## config.mk

```make
export PLATFORM = sky130hd
export DESIGN_NAME = vbs_div
export DESIGN_NICKNAME = d
export VERILOG_FILES = /design/src/rtl/vbs_pkg.sv /design/src/rtl/vbs_div.sv
export SDC_FILE = /design/constraint.sdc
export NUM_CORES = 1
export LEC_CHECK = 0
export BUFFER_PORTS_ARGS = -buffer_cell sky130_fd_sc_hd__buf_2
export CAP_MARGIN = 10
export CORE_ASPECT_RATIO = 1.5
export CORE_MARGIN = 2
export CORE_UTILIZATION = 55
export DETAILED_ROUTE_END_ITERATION = 10
export GPL_TIMING_DRIVEN = 0
export PLACE_DENSITY = 0.81
export SYNTH_ARGS = -nofsm -noshare
export SYNTH_HDL_FRONTEND = slang
export SYNTH_SLANG_ARGS = --single-unit
export TNS_END_PERCENT = 10
```

## constraint.sdc

```tcl
create_clock -name clk -period 3.6 [get_ports clk]
set_input_delay 0.18 -clock clk [delete_from_list [all_inputs] [get_ports clk]]
set_output_delay 0.18 -clock clk [all_outputs]
set_load 0.1 [all_outputs]
```

## src/rtl/vbs_pkg.sv

```systemverilog
// Package for the voxel bitmap store: payload structs, request codes, sizes.
// No dependencies.
package vbs_pkg;

  localparam logic [2:0] REQ_READ   = 3'd0;
  localparam logic [2:0] REQ_WRITE  = 3'd1;
  localparam logic [2:0] REQ_FSET   = 3'd2;
  localparam logic [2:0] REQ_FCLR   = 3'd3;
  localparam logic [2:0] REQ_COUNT  = 3'd4;
  localparam logic [2:0] REQ_CLRALL = 3'd5;

  localparam logic [1:0] CFG_SX = 2'd0;
  localparam logic [1:0] CFG_SY = 2'd1;
  localparam logic [1:0] CFG_SZ = 2'd2;

  localparam logic [16:0] CNT_MAX = 17'h1FFFF;

  typedef struct packed {
    logic [2:0]  req_type;
    logic        by_index;
    logic [9:0]  x_pos;
    logic [9:0]  y_pos;
    logic [9:0]  z_pos;
    logic [29:0] linear_index;
    logic        write_value;
  } vbs_in_t;

  typedef struct packed {
    logic        bit_value;
    logic        in_range;
    logic [30:0] found_index;
    logic [16:0] set_count;
    logic [29:0] coord_x;
    logic [9:0]  coord_y;
    logic [9:0]  coord_z;
  } vbs_out_t;

  // Divider handshake
  typedef struct packed {
    logic        start;
    logic [30:0] dividend;
    logic [21:0] divisor;
  } vbs_div_req_t;

endpackage

```

## src/rtl/vbs_div.sv

```systemverilog
// Restoring radix-2 divider, one quotient bit per cycle.
// Depends on vbs_pkg. A zero divisor yields quotient and remainder 0.
module vbs_div (
  input  logic                  clk,
  input  logic                  rst_n,
  input  vbs_pkg::vbs_div_req_t req,
  output logic                  done,
  output logic [30:0]           quot,
  output logic [30:0]           rem
);
  import vbs_pkg::*;

  logic [30:0] q_r, q_nxt;
  logic [31:0] r_r, r_nxt;
  logic [21:0] d_r;
  logic [4:0]  cnt_r, cnt_nxt;
  logic        busy_r, busy_nxt;
  logic        done_r, done_nxt;
  logic        zero_r;
  logic [31:0] shifted;

  always_comb begin
    shifted  = {r_r[30:0], q_r[30]};
    q_nxt    = {q_r[29:0], 1'b0};
    r_nxt    = shifted;
    cnt_nxt  = cnt_r;
    busy_nxt = busy_r;
    done_nxt = 1'b0;
    if (shifted >= {10'd0, d_r}) begin
      r_nxt    = shifted - {10'd0, d_r};
      q_nxt[0] = 1'b1;
    end
    if (busy_r) begin
      cnt_nxt = cnt_r - 5'd1;
      if (cnt_r == 5'd0) begin
        busy_nxt = 1'b0;
        done_nxt = 1'b1;
      end
    end
  end

  always_ff @(posedge clk) begin
    if (!rst_n) begin
      busy_r <= 1'b0;
      done_r <= 1'b0;
      cnt_r  <= '0;
    end else if (req.start) begin
      busy_r <= 1'b1;
      done_r <= 1'b0;
      cnt_r  <= 5'd30;
    end else begin
      busy_r <= busy_nxt;
      done_r <= done_nxt;
      cnt_r  <= cnt_nxt;
    end
  end

  always_ff @(posedge clk) begin
    if (req.start) begin
      q_r    <= req.dividend;
      r_r    <= '0;
      d_r    <= req.divisor;
      zero_r <= (req.divisor == '0);
    end else if (busy_r) begin
      q_r <= q_nxt;
      r_r <= r_nxt;
    end
  end

  assign done = done_r;
  assign quot = zero_r ? '0 : q_r;
  assign rem  = zero_r ? '0 : r_r[30:0];
endmodule

```

# Word level (Yosys, flattened, before mapping)
# Index checks and enable logic that the tools add are counted.
word_totals:
  out_inout_bits: 63
  input_bits: 56
  regBits: 92
classes:
  n_mux: 12
  magnitude_cmp: 1
  n_bitwise: 2
  add_sub_neg: 2
  reduce_logical: 5
op_table:
  columns: ["cell", "n"]
  rows:
  - ["two-way mux 31 bit", 5]
  - [">= comparator 32 x 22 -> 1 bit", 1]
  - ["subtractor 31 x 22 -> 31 bit", 1]
  - ["logical NOT 22 bit", 1]
  - ["two-way mux 5 bit", 2]
  - ["logical NOT 5 bit", 1]
  - ["two-way mux 1 bit", 5]
  - ["subtractor 5 x 1 -> 5 bit, second input constant", 1]
  - ["OR reduction 3 bit", 1]
  - ["NOT 1 bit", 2]
  - ["nonzero test 2 bit", 1]
  - ["OR reduction 2 bit", 1]

# Depth between registers and ports, before layout
depth:
  ltp_word: 4
  mapped_depth: 13
  ltp_nobuf: 11

# Least setup slack after synthesis
# No wires, ideal clock.
synth_path:
  path_kind: "register to register"
  from: "reg r_r[23]"
  to: "reg r_r[25]"
  required_ns: 3.500
  period_less_slack_ns: 2.751
  t_arrival_ns: 2.651
  setup_ns: 0.100
  path_buffers: 1
  setup_slack_ns: 0.849
  path_stages_with_launch: 10
  cell_sequence: "dfxtp_1 > or4_1 > or3_1 > or4_1 > a221oi_2 > nand2b_1 > buf_6 > o211a_1 > nor4bb_1 > a2111oi_4"
synth_between:
  elab_chain_cells: 2
synth_rtl:
  columns: ["item", "line_no", "text"]
  rows:
  - ["from (decl)", "vbs_div.sv:14", "logic [31:0] r_r, r_nxt;"]
  - ["from (signal assigned)", "vbs_div.sv:66", "r_r <= r_nxt;"]
  - ["subtractor 31 x 22 -> 31 bit / >= comparator 32 x 22 -> 1 bit (equally long branches)", "vbs_div.sv:30, vbs_div.sv:29", null]
  - ["two-way mux 31 bit (*)", "vbs_div.sv:29", "if (shifted >= {10'd0, d_r}) begin"]
# Every way passes the cells marked *; elsewhere a longest branch is shown, timed or not.
# A chain may end at the register's enable or synchronous reset.

# Final worst setup path
layout_path:
  from: "reg q_r[30]"
  to: "reg r_r[30]"
layout_between:
  elab_chain_cells: 2
layout_rtl:
  columns: ["item", "line_no", "text"]
  rows:
  - ["from (decl)", "vbs_div.sv:13", "logic [30:0] q_r, q_nxt;"]
  - ["from (signal assigned)", "vbs_div.sv:60", "q_r <= req.dividend;"]
  - ["from (signal assigned)", "vbs_div.sv:65", "q_r <= q_nxt;"]
  - ["subtractor 31 x 22 -> 31 bit / >= comparator 32 x 22 -> 1 bit (equally long branches)", "vbs_div.sv:30, vbs_div.sv:29", null]
  - ["two-way mux 31 bit (*)", "vbs_div.sv:29", null]
# Marked as above.

==> reports/results.ini <==
[global_routing]
grt_start_max_net_pins = 32
grt_pass1_wl_mm = 21.7
grt_pass1_vias = 4654
busiest_layer = met2
gr-usage-met2_pct = 46.1
use_met3_pct = 4.29
grt_use_met1_pct = 28.3
grt_usage_pct = 25.6
grt_overflow = 0
antenna_found_initial = 0

[setup_path]
crit_chain = inv_1 -> ha_1 -> fa_1 -> nand2b_1 -> a21oi_1 -> a21oi_1 -> o21ai_1 -> a311o_1 -> a2111oi_0 -> xnor2_1 -> a211oi_1
crit_path_frequent_cell = a21oi_1
cp.arrival_ps = 3480
path_class = flop to flop
critPathSlowestCell = a2111oi_0
endpoint_kind = flop
max_stage_delay_ps = 490
crit_required_ps = 3860
setup.worst_path.start_class = flop
path_buf_inv = 1
cp_top_family = compound AO/OA/AOI/OAI gates
critPathMaxFanout = 6

[routing]
routed_via_density = 5.70
wirelength_mm = 13.5
wl_per_cell_um = 16.9
drtIter0Drc = 216
vias = 4548
first_pass_iters = 4
drtAntennaViolNets = 0
drc = 0

[sta]
grt_setup_unrepaired = no
fin_skew_ps = 7.78
fin_tns_setup_ps = 0
worst_slew_pin_slew_ps = 698
relSlewSlack_pct = 53.0
fin_crit_ps = 3220
setup_viol = 0
timing_hold_violations_final = 0
drv_slew = 0
max_freq_mhz = 310
timing.final.crit_share_pct = 89.5

[power]
pwr-share-comb_pct = 37.6
peakVddDrop_v = 0.000370
p_sw_mw = 1.42
swShare_pct = 39.9
internal_power_mw = 2.14
seq_power_share_pct = 37.3
power_density_mw_per_mm2 = 556
pwr-share-clk_pct = 25.2
leakagePower_nw = 2.78
power.total_mw = 3.56

[cts]
cts_resized = 0
cts_tree = built
root_buffer = clkbuf_16
clk_pin_slew_worst_paths_ps = 70
cts_buffer_depth = 2
postCtsHoldBufs = 0
cts_sinks = 92
cts_max_level = 3
cts_buffers = 9
worstSkewPairLatency_ps = 340
postCtsSetupBuffers = 0

[die]
core_mm2 = 0.00958
die_x_um = 84.7
num_rows = 44
die_area_mm2 = 0.0106
pin_count = 119
start_util_pct = 56.1
die-height_um = 125

[place]
dpl.hpwl_mm = 10.2
io_buffers = 118
gp_congestion = 0.963
dp_cells = 781

[synthesis]
synth_top_area_share_pct = 30.2
yosysUniqueCellTypes = 57
synth.most_common_cell = nor2b_1
async_reset_ff_share_pct = 0
synth_commonest_cells = 61 x nor2b_1, 60 x nor2_1, 54 x edfxtp_1
syn_avg_cell_area_um2 = 9.81
postSynthCellCount = 548
ys_ff_latch = 92
synth_ff_type = edfxtp_1
yosysTopAreaCell = edfxtp_1
synth_area_leaders = edfxtp_1 30%, dfxtp_1 14%, nor2b_1 7.1%, mux2_2 6.5%, ha_1 5.6%
yosysSeqAreaShare_pct = 44.3
synth_area_mm2 = 0.00538
synth_nets = 629
synth_edf_count = 54
yosys_warnings = 0

[run_status]
status = completed

[layout]
fill_cells = 816
area_delta_synth_final_pct = 19.3
n_antenna_cell = 0
nNetsFinal = 759
fin_cells = 798
drive_gt1_share_pct = 25.5

[worst_hold_path]
holdCritPathClass = primary input to flop

[flow_run]
max-cap-violations = 0

-- flip-flops by register name, indices dropped and copies added, names as in the netlist --
| name | cells |
|---|---|
| q_r | 31 |
| r_r | 31 |
| d_r | 22 |
| cnt_r | 5 |
| busy_r | 1 |
| done | 1 |
| zero_r | 1 |
-- logic make-up after synthesis --
group	Yosys count	synth area share (%)
AND/OR/NAND/NOR	196	18.8
AO/OA/AOI/OAI	118	14.9
flip-flops	92	44.3
buffers and inverters	55	4.35
multiplexers	34	7.05
XOR/XNOR	28	4.56
adder cells (fa/ha/maj)	25	5.96
-- final timing paths --
check | from | slack, ps | to | cells after the start
min | req[6] | 30 | d_r[6] | 1
min reg2reg | r_r[2] | 500 | r_r[2] | 2
max reg2reg | q_r[30] | 380 | r_r[30] | 11
max | q_r[30] | 380 | r_r[30] | 11
-- power groups by stage --
stage               clock network, mW  logic [mW]  registers (mW)
finish                          0.897        1.34            1.33
floorplan                           0        1.08            1.31
CTS                             0.914        1.33            1.33
global route                    0.954        1.44            1.34
global placement                    0        1.30            1.34
detailed placement                  0        1.32            1.35
-- final cells by class --
class                      count  area (µm²)  share of cell area (%)
buffer                        25         121                    1.89
clock buffer                  10         229                    3.57
clock inverter                 6        46.3                   0.722
inverter                      30         113                    1.76
multi-input combinational    401        2760                    43.0
sequential                    92        2380                    37.2
tap                          115         144                    2.24
timing repair buffer         119         618                    9.64
-- routing by layer --
metal | routed length, µm | vias to the layer above
li1 | - | 2231
met1 | 5180 | 2160
met4 | 554 | 0
met5 | 0 | -
met3 | 584 | 40
met2 | 7150 | 117
-- stage by stage --
step | hold WS, ps | setup WS, ps | area (µm²) | util [%]
6_report | 26.7 | 377 | 6410 | 66.9
5_1_grt | 15.8 | 66.4 | 6410 | 66.9
4_1_cts | 14.5 | 406 | 6380 | 66.7
3_5_place_dp | 371 | 436 | 6110 | 63.8
3_3_place_gp | 367 | 489 | 6110 | 63.8
2_1_floorplan | 279 | 849 | 5380 | -
-- placed cells by master (no fill, tap or decap), drive strengths merged, types with 24 or more instances in the layout --
master	Yosys	final
nor2	60	60
nor2b	61	61
clkbuf	20	30
buf	5	124
edfxtp	54	54
dfxtp	38	38
nand2	27	27
inv	30	33
ha	24	24
mux2	31	31
a21oi	40	40
Note: power is estimated with default switching activity, not from simulation.
